$ cat src/hw/rtl/hidden_vector_match_query_defines.svh
// Assertion macros for the hidden vector match query block.
`ifndef HIDDEN_VECTOR_MATCH_QUERY_DEFINES_SVH
`define HIDDEN_VECTOR_MATCH_QUERY_DEFINES_SVH
`ifndef ASSERT_OFF
`define HVMQ_ASSERT(label, clk, rst_n, prop, msg) \
    label: assert property (@(posedge clk) disable iff (!rst_n) (prop)) else $error(msg);
`define HVMQ_ASSERT_NEXT(label, clk, rst_n, pre, post, msg) \
    label: assert property (@(posedge clk) disable iff (!rst_n) (pre) |=> (post)) \
        else $error(msg);
`else
`define HVMQ_ASSERT(label, clk, rst_n, prop, msg)
`define HVMQ_ASSERT_NEXT(label, clk, rst_n, pre, post, msg)
`endif
`endif

$ cat src/hw/rtl/hvmq_pkg.sv
`default_nettype none
package hvmq_pkg;
    localparam int MAX_VECTOR_LEN_DEF = 64;
    localparam int NUM_ROUNDS = 10;
    localparam int CFG_IDX_W = 3;
    localparam logic [CFG_IDX_W-1:0] REG_SEED_HIGH  = 3'd0;
    localparam logic [CFG_IDX_W-1:0] REG_SEED_LOW   = 3'd1;
    localparam logic [CFG_IDX_W-1:0] REG_CHECK_HIGH = 3'd2;
    localparam logic [CFG_IDX_W-1:0] REG_CHECK_LOW  = 3'd3;
    localparam logic [CFG_IDX_W-1:0] REG_POS_SELECT = 3'd4;

    typedef logic [127:0] block_t;

    // token held by one round cell
    typedef struct packed {
        logic   valid;
        block_t state;
        block_t round_key;
        logic [7:0] rcon;
    } round_tok_t;

    function automatic logic [7:0] sbox(input logic [7:0] a);
        logic [7:0] tab [0:255];
        tab = '{
        8'h63,8'h7c,8'h77,8'h7b,8'hf2,8'h6b,8'h6f,8'hc5,8'h30,8'h01,8'h67,8'h2b,8'hfe,8'hd7,8'hab,8'h76,
        8'hca,8'h82,8'hc9,8'h7d,8'hfa,8'h59,8'h47,8'hf0,8'had,8'hd4,8'ha2,8'haf,8'h9c,8'ha4,8'h72,8'hc0,
        8'hb7,8'hfd,8'h93,8'h26,8'h36,8'h3f,8'hf7,8'hcc,8'h34,8'ha5,8'he5,8'hf1,8'h71,8'hd8,8'h31,8'h15,
        8'h04,8'hc7,8'h23,8'hc3,8'h18,8'h96,8'h05,8'h9a,8'h07,8'h12,8'h80,8'he2,8'heb,8'h27,8'hb2,8'h75,
        8'h09,8'h83,8'h2c,8'h1a,8'h1b,8'h6e,8'h5a,8'ha0,8'h52,8'h3b,8'hd6,8'hb3,8'h29,8'he3,8'h2f,8'h84,
        8'h53,8'hd1,8'h00,8'hed,8'h20,8'hfc,8'hb1,8'h5b,8'h6a,8'hcb,8'hbe,8'h39,8'h4a,8'h4c,8'h58,8'hcf,
        8'hd0,8'hef,8'haa,8'hfb,8'h43,8'h4d,8'h33,8'h85,8'h45,8'hf9,8'h02,8'h7f,8'h50,8'h3c,8'h9f,8'ha8,
        8'h51,8'ha3,8'h40,8'h8f,8'h92,8'h9d,8'h38,8'hf5,8'hbc,8'hb6,8'hda,8'h21,8'h10,8'hff,8'hf3,8'hd2,
        8'hcd,8'h0c,8'h13,8'hec,8'h5f,8'h97,8'h44,8'h17,8'hc4,8'ha7,8'h7e,8'h3d,8'h64,8'h5d,8'h19,8'h73,
        8'h60,8'h81,8'h4f,8'hdc,8'h22,8'h2a,8'h90,8'h88,8'h46,8'hee,8'hb8,8'h14,8'hde,8'h5e,8'h0b,8'hdb,
        8'he0,8'h32,8'h3a,8'h0a,8'h49,8'h06,8'h24,8'h5c,8'hc2,8'hd3,8'hac,8'h62,8'h91,8'h95,8'he4,8'h79,
        8'he7,8'hc8,8'h37,8'h6d,8'h8d,8'hd5,8'h4e,8'ha9,8'h6c,8'h56,8'hf4,8'hea,8'h65,8'h7a,8'hae,8'h08,
        8'hba,8'h78,8'h25,8'h2e,8'h1c,8'ha6,8'hb4,8'hc6,8'he8,8'hdd,8'h74,8'h1f,8'h4b,8'hbd,8'h8b,8'h8a,
        8'h70,8'h3e,8'hb5,8'h66,8'h48,8'h03,8'hf6,8'h0e,8'h61,8'h35,8'h57,8'hb9,8'h86,8'hc1,8'h1d,8'h9e,
        8'he1,8'hf8,8'h98,8'h11,8'h69,8'hd9,8'h8e,8'h94,8'h9b,8'h1e,8'h87,8'he9,8'hce,8'h55,8'h28,8'hdf,
        8'h8c,8'ha1,8'h89,8'h0d,8'hbf,8'he6,8'h42,8'h68,8'h41,8'h99,8'h2d,8'h0f,8'hb0,8'h54,8'hbb,8'h16};
        return tab[a];
    endfunction

    function automatic logic [7:0] xtime(input logic [7:0] a);
        return {a[6:0], 1'b0} ^ (a[7] ? 8'h1b : 8'h00);
    endfunction
endpackage
`default_nettype wire

$ cat src/hw/rtl/hvmq_key_accum.sv
`default_nettype none
// Accumulate selected blocks; emit the recovered key on the vector's last block.
module hvmq_key_accum
#(
    parameter int MAX_VECTOR_LEN = hvmq_pkg::MAX_VECTOR_LEN_DEF
)
(
    input  wire logic                 clk,
    input  wire logic                 rst_n,
    input  wire logic                 take,
    input  wire logic                 advance,
    input  wire hvmq_pkg::block_t     blk,
    input  wire logic                 last,
    input  wire logic [MAX_VECTOR_LEN-1:0] select,
    input  wire hvmq_pkg::block_t     seed,
    output hvmq_pkg::round_tok_t      tok_out
);
    import hvmq_pkg::*;

    localparam int CNT_W = $clog2(MAX_VECTOR_LEN + 1);
    localparam int IDX_W = (MAX_VECTOR_LEN > 1) ? $clog2(MAX_VECTOR_LEN) : 1;

    block_t acc_reg, acc_next;
    logic [CNT_W-1:0] pos_reg, pos_next;
    logic in_range, hit;
    block_t key;
    logic valid_reg;
    block_t key_reg;

    assign in_range = (pos_reg < CNT_W'(MAX_VECTOR_LEN));
    assign hit = in_range && select[pos_reg[IDX_W-1:0]];
    assign key = acc_reg ^ (hit ? blk : '0) ^ seed;

    always_comb
    begin
        acc_next = acc_reg;
        pos_next = pos_reg;
        if (take)
        begin
            if (last)
            begin
                acc_next = '0;
                pos_next = '0;
            end
            else
            begin
                acc_next = acc_reg ^ (hit ? blk : '0);
                pos_next = in_range ? pos_reg + 1'b1 : pos_reg;
            end
        end
    end

    always_ff @(posedge clk or negedge rst_n)
    begin
        if (!rst_n)
        begin
            acc_reg   <= '0;
            pos_reg   <= '0;
            valid_reg <= 1'b0;
        end
        else
        begin
            acc_reg <= acc_next;
            pos_reg <= pos_next;
            if (advance)
            begin
                valid_reg <= take && last;
            end
        end
    end

    always_ff @(posedge clk)
    begin
        if (advance)
        begin
            key_reg <= key;
        end
    end

    assign tok_out = '{valid: valid_reg, state: key_reg, round_key: key_reg, rcon: 8'h01};

    `include "hidden_vector_match_query_defines.svh"
    `HVMQ_ASSERT(a_pos_bound, clk, rst_n, pos_reg <= CNT_W'(MAX_VECTOR_LEN), "position count overran")
    `HVMQ_ASSERT_NEXT(a_end_clears, clk, rst_n, take && last, acc_reg == '0 && pos_reg == '0, "vector end did not clear")
    `HVMQ_ASSERT_NEXT(a_idle_holds, clk, rst_n, !take, $stable(pos_reg) && $stable(acc_reg), "state moved without a transfer")
endmodule
`default_nettype wire
$ cat config.mk
export PLATFORM = sky130hd
export DESIGN_NAME = hvmq_key_accum
export DESIGN_NICKNAME = d
export VERILOG_FILES = /design/src/hw/rtl/hvmq_pkg.sv /design/src/hw/rtl/hvmq_key_accum.sv
export VERILOG_INCLUDE_DIRS = /design/src /design/src/hw/rtl
export SDC_FILE = /design/constraint.sdc
export NUM_CORES = 1
export LEC_CHECK = 0
export ABC_AREA = 1
export ABC_CLOCK_PERIOD_IN_PS = 2100
export BUFFER_PORTS_ARGS = -buffer_cell sky130_fd_sc_hd__buf_4
export CORE_AREA = 2 2 230 232
export DETAILED_ROUTE_END_ITERATION = 8
export DIE_AREA = 0 0 232 234
export HOLD_SLACK_MARGIN = 0.02
export PLACE_DENSITY = 0.66
export SYNTH_ARGS = -nofsm -noshare
export SYNTH_HDL_FRONTEND = slang
export SYNTH_SLANG_ARGS = --single-unit
$ cat constraint.sdc
create_clock -name clk -period 2.1 [get_ports clk]
set_input_delay 0.42 -clock clk [delete_from_list [all_inputs] [get_ports clk]]
set_output_delay 0.42 -clock clk [all_outputs]
set_load 0.005 [all_outputs]
==> results.ini, run 1 <==
[critical_path]
critical_path_required_ps = 2400
endpoint_kind = flip-flop
crit_chain = buf_12 > buf_16 > nand2_2 > nand2_1 > nand2_1 > a21oi_2 > nor2_1 > nand2_2 > nand3_4 > nand2_8 > buf_12 > clkbuf_16 > nand3_1 > nand2_2 > nand2_1 > nand2_1 > nand2_1
ff2ff_path_depth = 17
slowest_stage = dfrtp_2
reg2reg_from = pos_reg[0]
critPathBufInv = 4
critical_path.max_fanout = 8
slowest_delay_ps = 390
arrival_ps = 2810
crit_top_cell = nand2_1
critPathLaunchType = flip-flop
rrSetupSlack_ps = -420
cpLargestDelayFamily = simple AND/OR/NAND/NOR gates
r2r-end = key_reg[91]
critPathKind = flip-flop to flip-flop

[global_routing]
grt_pass1_wl_um = 77900
grt_max_degree = 66
grt_use_total_pct = 18.0
grt.overflow.total = 0
grt_pass1_vias = 14800
antenna_found_initial = 1

[clock_tree]
path_clk_slew_ps = 60
clock_latency_ps = 530
cts_tree = yes
htree_levels = 2
cts-root-buf = clkbuf_16
cts_buffers = 34
cts_buffer_depth = 3
clock_sinks = 264

[die]
rows = 84
dieArea_um2 = 54300
coreArea_um2 = 52000
die_h_um = 234
die_width_um = 232
start_util_pct = 32.5
io_pins = 590

[sta]
rsz0062_at_grt = true
worst_pin_slew_ps = 536
slew-limit-headroom_pct = 64.2
fin_ws_ps = -417
fin_crit_sh_pct = 120
fmax_mhz = 397
hold_violations = 0
setup_viol = 256
min_period_ps = 2520
final_max_slew_viol_count = 0
fin_worst_skew_ps = 27.8

[pwr]
ir_worst_vdd_v = 0.000522
p_per_area_nw_per_um2 = 921
power_frac_comb_pct = 43.6
switching_power_mw = 8.35
seqPwrFrac_pct = 31.9
switching_share_pct = 35.7
p_leak_nw = 13.2
pwr-share-clk_pct = 24.4
internal_power_mw = 15.0

[routing]
first_iter_violations = 841
drt_wl_total_um = 56000
drtAntennaViolNets = 0
vias_per_cell = 4.75
wl_per_cell_um = 16.0
dr_total_vias = 16600
drt-pass1-iter-count = 5
route.detailed.drc = 0

[place]
gp_congestion = 0.848
pre_cts_slack_ps = -458
dpl-instance-area_um2 = 21500
portBuffers = 581
dpl.hpwl_um = 36900

[logic_synthesis]
synth_top_cell_by_area = edfxtp_1
synth_cell_type_count = 26
yosysSeqAreaShare_pct = 42.9
synth_common_cells = nand2_1 (851), nand3_1 (418), inv_1 (287), buf_4 (140), dfrtp_1 (136)
synth_area_leaders = edfxtp_1 (23%), dfrtp_1 (20%), nand2_1 (19%)
synth.most_common_cell = nand2_1
synth_area_um2 = 16900
yosysWarnings = 0
syn_inst = 2237
synthArstFlopShare_pct = 51.5
synth_flop_cell = dfrtp_1
synth_top_area_share_pct = 22.7
ys_seq_elements = 264
syn_area_per_cell_um2 = 7.55
synth-edff-count = 128

[finish]
nNetsFinal = 3104
diodes = 0
fillCellCount = 4848
syn_to_final_growth_pct = 50.3
final_cell_area_um2 = 25400
drive_above_1_share_pct = 42.4

[min_path]
min_path_type = input pin to flip-flop
hold_end = key_reg[103]
hp-start = seed[103]
hold_path_depth = 3

[run_status]
failed_checks = negative setup slack
outcome = finished, violations left

[flow_run]
max_cap_violations = 0

## power by group through the flow
stage / registers [mW] / logic, mW / clock network [mW]
after global routing: 7.58 / 11.2 / 6.04
after floorplan: 7.33 / 4.78 / 0
final: 7.47 / 10.2 / 5.71
after CTS: 7.43 / 8.12 / 5.83
after global placement: 7.49 / 7.08 / 0
after detailed placement: 7.50 / 7.22 / 0
## logic make-up after synthesis
| group | count (synthesis) | share of synthesized area (%) |
|---|---|---|
| other cells | 2 | 0.0444 |
| buf+inv | 521 | 16.3 |
| simple gates | 1424 | 40.0 |
| flops | 264 | 42.9 |
| fa+ha+maj | 1 | 0.0740 |
| compound gates | 25 | 0.770 |
## final cells by class
class,instances,area [µm²],share of cell area [%]
flip-flops and latches,264,7250,28.5
multi-input cells,1459,8700,34.2
inverters,290,1110,4.39
repair inverters,1,8.76,0.0345
well taps,688,861,3.39
clock buffers,52,980,3.86
clock inverters,9,81.3,0.320
repair buffers,728,6410,25.2
## metal layers
layer / track usage [%] / up-vias / part of all wire (%)
li1: - / 8198 / -
met1: 22.3 / 7802 / 41
met2: 31.6 / 512 / 50
met3: 4.10 / 82 / 6.3
met4: 4.65 / 2 / 2.5
met5: 0 / - / 0.023
## timing repair
item / 4_1_cts / 5_1_grt
setup buffers: 13 / 16
gates cloned: 8 / 18
hold endpoints to repair: 38 / 0
setup endpoints to repair: 256 / 256
pin swaps: 11 / 196
hold buffers: 1 / 0
resized for setup: 99 / 373
## through the flow
stage                     power (mW)  setup TNS [ps]  cells  utilization [%]  hold WS, ps
after floorplan                 12.1               0   2243                -          124
after global placement          14.6          -72060   3377             41.4          413
after detailed placement        14.7          -77050   3377             41.4          415
after CTS                       21.4          -43740   3460             44.8          114
after global routing            24.8          -92500   3491             48.8          137
final                           23.4          -67500   3491             48.8          153
## worst max-delay path by stage
stage                from            to  depth (start not counted)
2_1_floorplan  pos_reg[0]   key_reg[89]                         18
3_3_place_gp   pos_reg[0]   key_reg[17]                         16
3_5_place_dp   pos_reg[0]   key_reg[64]                         16
4_1_cts        pos_reg[0]  key_reg[116]                         16
5_1_grt        pos_reg[0]   key_reg[91]                         17
6_report       pos_reg[0]   key_reg[91]                         17
## tightest hold or removal path: stages
cell and delay, ps:
buf_4 80, nand2_1 40, nand2_1 40
## cell usage in the layout (no fill, tap or decap), types with 6 or more instances in the layout
master | netlist | routed
buf_16 | 0 | 8
nand4_2 | 90 | 54
nand4_4 | 0 | 36
clkbuf_1 | 33 | 13
nand2_4 | 0 | 14
nand3_2 | 0 | 133
dfrtp_1 | 136 | 135
nand3_4 | 0 | 18
clkbuf_16 | 0 | 49
inv_1 | 287 | 286
buf_8 | 2 | 14
buf_6 | 30 | 35
o21ai_1 | 7 | 9
nand2_1 | 851 | 700
nand2_2 | 1 | 137
nor2_1 | 24 | 14
nor2_4 | 0 | 7
edfxtp_1 | 128 | 128
buf_12 | 0 | 24
nand3_1 | 418 | 267
conb_1 | 2 | 8
buf_4 | 140 | 632
nand4_1 | 38 | 38
a21oi_1 | 10 | 6
Note: power is estimated with default switching activity, not from simulation.
==> run 2, diff against run 1 <==
- ABC_CLOCK_PERIOD_IN_PS: 2100 -> 3000
- PLACE_DENSITY: 0.66 -> 0.57
- clock period: 2.1 -> 3 ns (I/O delays scaled with it)
==> run 2 against run 1 <==
Against the previous run: the run now ends clean; final cell count down 3.4%; count of clock-buffer cells in the layout down 5; fmax down 4.9%; combinational power down 53%; sequential share of layout area up 4.3 points; wire length down 6.4%; total power down 39%; design area down 13%; clock skew down 0.90 ps; register-to-register slack better by 770 ps; global-route usage up 0.57 points; hold slack better by 190 ps; largest cell class is now registers.
==> results.ini, run 2 (synthesis gave the netlist of run 1 again) <==
[finish]
fillCellCount = 5114
fin_util_pct = 42.4
final_common_cell = nand2_1
nNetsFinal = 2984
final_cell_area_um2 = 22000
syn_to_final_growth_pct = 30.4
multi_input_area_um2 = 6950
drive_above_1_share_pct = 28.1
seq_area_um2 = 7250
layout_common_cells = nand2_1 (851), buf_4 (590), nand3_1 (418)

[critical_path]
critPathLaunchType = flip-flop
critPathBufInv = 3
reg2reg_from = pos_reg[0]
critical_path.max_fanout = 36
endpoint_kind = flip-flop
slowest_stage = dfrtp_1
critical_path_required_ps = 3280
critPathKind = flip-flop to flip-flop
crit_top_cell = nand2_1
crit_chain = buf_6 > nor2_1 > nor2_1 > o21ai_0 > nand3_1 > nand3_1 > nand2_1 > nand3_1 > nand2_8 > buf_12 > buf_12 > nand3_1 > nand2_1 > nand2_1 > nand2_1 > nand2_1
cpLargestDelayFamily = simple AND/OR/NAND/NOR gates
crit_start = pos_reg[0]
arrival_ps = 2930
slowest_delay_ps = 390

[die]
io_pins = 590
dieArea_um2 = 54300
rows = 84
coreArea_um2 = 52000
die_width_um = 232
start_util_pct = 32.5
die_h_um = 234

[sta]
fin_worst_skew_ps = 26.9
final_max_slew_viol_count = 0
fin_crit_sh_pct = 88.3
slew-limit-headroom_pct = 59.0
hold_violations = 0
fmax_mhz = 378
setup_viol = 0
rsz0062_at_grt = false
tns_ps = 0
min_period_ps = 2650
worst_pin_slew_ps = 615

[pwr]
ir_worst_vdd_v = 0.000383
p_per_area_nw_per_um2 = 642
p_leak_nw = 12.4

[routing]
vias_per_cell = 4.76
wl_per_cell_um = 15.5
dr_total_vias = 16100
drtAntennaViolNets = 0
route.detailed.drc = 0
drt-pass1-iter-count = 5
first_iter_violations = 802
drt_wl_total_um = 52400

[place]
gp_congestion = 0.836
portBuffers = 581
dpl.hpwl_um = 38000
dpl-instance-area_um2 = 20900

[clock_tree]
cts_buffers = 35
htree_levels = 2
path_clk_slew_ps = 60
cts_buffer_depth = 3
cts_tree = yes
clock_sinks = 264
clock_latency_ps = 530
cts-root-buf = clkbuf_16

[run_status]
outcome = finished clean

[global_routing]
grt_max_degree = 72
grt_use_total_pct = 18.6
antenna_found_initial = 1
grt_pass1_vias = 15200
grt_pass1_wl_um = 79900
grt.overflow.total = 0

[min_path]
hp-start = seed[105]
min_path_type = input pin to flip-flop

[flow_run]
max_cap_violations = 0

-- run 2: changes by cell type in the layout (fill, tap and decap cells not counted), moves of 18 or more --
cell	change
nand3_4	-18
buf_4	-42
nand2_1	+151
nand3_1	+151
nand4_4	-36
nand3_2	-133
nand2_2	-137
nand4_2	+36
buf_6	-31
-- run 2: report_power, final --
group	internal [mW]	switching, mW
registers	4.65	0.550
clock network	2.51	1.65
logic	2.14	2.66
total	9.29	4.87
-- run 2: worst reg2reg max path, delay by kind of cell, from the launching register on --
family	cells	cell delay, ps
AOI/OAI and AO/OA	1	80
buffers and inverters	3	750
DFF	1	390
and+or+nand+nor	12	1200
-- run 2: what timing repair did --
action / CTS / global route
buffers inserted: 0 / 0
resized for setup: 0 / 2
endpoints found under the setup margin: 0 / 8
hold buffers: 1 / 0
endpoints found under the hold margin: 14 / 0
-- run 2: final timing paths --
kind	end	slack (ps)	cells after the start
min in group asynchronous	acc_reg[34]	480	2
max in group asynchronous	acc_reg[72]	1850	3
min reg2reg	acc_reg[3]	500	2
max reg2reg	key_reg[78]	350	16
min	key_reg[105]	340	3
max	key_reg[78]	350	16
-- run 2: through the flow --
stage	instances	power (mW)	hold slack (ps)	setup WS, ps
floorplan	2243	8.47	304	948
global placement	3308	9.91	461	328
detailed placement	3308	10.1	463	243
CTS	3371	14.3	300	239
global route	3372	15.2	320	69.9
finish	3372	14.2	340	352
-- run 2: final cells by class --
type	instances	area share [%]
sequential	264	32.9
clock buffer	47	4.36
timing repair buffer	609	21.6
inverter	290	4.99
antenna	1	0.0114
multi-input combinational	1458	31.5
clock inverter	15	0.710
tap	688	3.91
-- run 2: metal layers --
layer / GRT usage (%) / routed length [µm] / up-vias
met2: 33.5 / 26700 / 505
li1: - / - / 7949
met1: 22.3 / 21300 / 7535
met3: 3.17 / 3020 / 72
met4: 6.51 / 1340 / 0
met5: 0 / 0 / -
==> run 3, diff against run 2 <==
- ABC_CLOCK_PERIOD_IN_PS: 3000 -> 2100
- PLACE_DENSITY: 0.57 -> 0.59
- clock period: 3 -> 2.1 ns (I/O delays scaled with it)
==> run 3 against run 2 <==
Against the previous run: the run now ends with negative setup slack left; via count rose by 3.5%; largest cell class unchanged; combinational power rose by 77%; sequential share of layout area fell by 2.1 points.
==> results.ini, run 3 (synthesis gave the netlist of run 1 again) <==
[routing]
drtAntennaViolNets = 0
first_iter_violations = 792
drt-pass1-iter-count = 5
route.met2.wl_um = 28600
dr_total_vias = 16600
wl_met1_um = 22200
route.detailed.drc = 0
dr_wl_met3_um = 3480
vias_per_cell = 4.72
routed.top_layer = met5
wl_per_cell_um = 15.9
drt_wl_total_um = 56100

[clock_tree]
clock_sinks = 264
cts_buffers = 36
cts_buffer_depth = 3
cts_tree = yes
htree_levels = 2
cts-root-buf = clkbuf_16
path_clk_slew_ps = 60
clock_latency_ps = 530

[global_routing]
grt_pass1_wl_um = 83700
grt_use_total_pct = 19.6
antenna_found_initial = 8
grt_pass1_vias = 16000
grt.overflow.total = 0
grt_max_degree = 129

[critical_path]
critPathKind = flip-flop to flip-flop
slowest_delay_ps = 470
arrival_ps = 2710
critPathBufInv = 4
crit_top_cell = nand2_1
critical_path.max_fanout = 18
endpoint_kind = flip-flop
critPathLaunchType = flip-flop
crit_chain = inv_6 > buf_12 > nand2_1 > nand2_1 > nand2_1 > nand3_1 > nand3_1 > nand2_1 > nand3_4 > nand2_8 > buf_16 > buf_4 > nand3_1 > nand2_1 > nand2_1 > nand2_1 > nand2_1
cpLargestDelayFamily = simple AND/OR/NAND/NOR gates
slowest_stage = dfrtp_2
critical_path_required_ps = 2370

[sta]
rsz0062_at_grt = true
slew-limit-headroom_pct = 53.5
hold_violations = 0
fmax_mhz = 410
min_period_ps = 2440
fin_crit_sh_pct = 116
worst_pin_slew_ps = 697
fin_ws_ps = -337
setup_viol = 255
final_max_slew_viol_count = 0
fin_worst_skew_ps = 15.0

[flow_run]
max_cap_violations = 0

[pwr]
power_mw = 22.2
p_per_area_nw_per_um2 = 942
p_leak_nw = 13.2
ir_worst_vdd_v = 0.000556

[finish]
final_common_cell = nand2_1
nNetsFinal = 3131
fillCellCount = 4989
drive_above_1_share_pct = 32.9
layout_common_cells = nand2_1 (831), buf_4 (721), nand3_1 (413)
syn_to_final_growth_pct = 39.5
final_cells = 3525
fin_util_pct = 45.3

[die]
die_width_um = 232
start_util_pct = 32.5
dieArea_um2 = 54300
die_h_um = 234
io_pins = 590
rows = 84
coreArea_um2 = 52000

[run_status]
outcome = finished, violations left
failed_checks = negative setup slack

[place]
dpl.hpwl_um = 40500
portBuffers = 581
gp_congestion = 0.835
placed_cells = 3446

[min_path]
min_path_type = input pin to flip-flop

run 3: worst register-to-register path: stages, from the launching register on:
cell and delay [ps]:
dfrtp_2 470, inv_6 120, buf_12 150, nand2_1 60, nand2_1 60, nand2_1 50
nand3_1 100, nand3_1 100, nand2_1 120, nand3_4 110, nand2_8 140, buf_16 170
buf_4 160, nand3_1 70, nand2_1 110, nand2_1 70, nand2_1 70, nand2_1 50
run 3: path summary, 6_finish.rpt:
| check | from | to | slack (ps) | depth (start not counted) |
|---|---|---|---|---|
| max in group asynchronous | rst_n | acc_reg[30] | 990 | 3 |
| min in group asynchronous | rst_n | acc_reg[92] | 460 | 2 |
| worst max register to register | pos_reg[0] | key_reg[55] | -340 | 17 |
| worst min-delay path | seed[101] | key_reg[101] | 170 | 3 |
| worst max-delay path | pos_reg[0] | key_reg[55] | -340 | 17 |
| worst min register to register | acc_reg[6] | acc_reg[6] | 500 | 2 |
run 3: per-stage QoR:
step / setup TNS (ps) / cell area, µm² / setup WS [ps] / hold slack [ps]
finish: -56700 / 23600 / -337 / 167
detailed placement: -82330 / 22100 / -464 / 469
floorplan: 0 / 16900 / 48.0 / 124
global route: -93320 / 23600 / -492 / 142
global placement: -79970 / 22100 / -458 / 465
CTS: -63240 / 23300 / -393 / 124
run 3: area by class of cell:
cell class / count / area, µm² / area share [%]
diodes: 6 / 15.0 / 0.0637
flip-flops and latches: 264 / 7250 / 30.7
clock inverters: 12 / 191 / 0.812
inverters: 290 / 1110 / 4.69
multi-input cells: 1458 / 7050 / 29.9
well taps: 688 / 861 / 3.65
clock buffers: 52 / 992 / 4.21
repair buffers: 755 / 6110 / 25.9
run 3: where the power goes:
group | total [mW] | internal, mW | leakage [nW] | switching [mW]
Clock | 6.28 | 3.90 | 0.576 | 2.38
Combinational | 8.50 | 4.28 | 9.58 | 4.22
Sequential | 7.45 | 6.64 | 3.08 | 0.808
Total | 22.2 | 14.8 | 13.2 | 7.40
run 3: what timing repair did:
action	CTS	global route
pin swaps	1	8
endpoints found under the setup margin	256	256
hold endpoints to repair	44	0
buffers inserted	0	3
cloned	0	5
hold buffers	1	0
resized for setup	11	30
run 3: per-layer routing:
metal | up-vias | GRT usage, %
met3 | 95 | 4.12
met2 | 488 | 35.4
met4 | 4 | 8.45
met1 | 7804 | 22.4
met5 | - | 0
li1 | 8236 | -
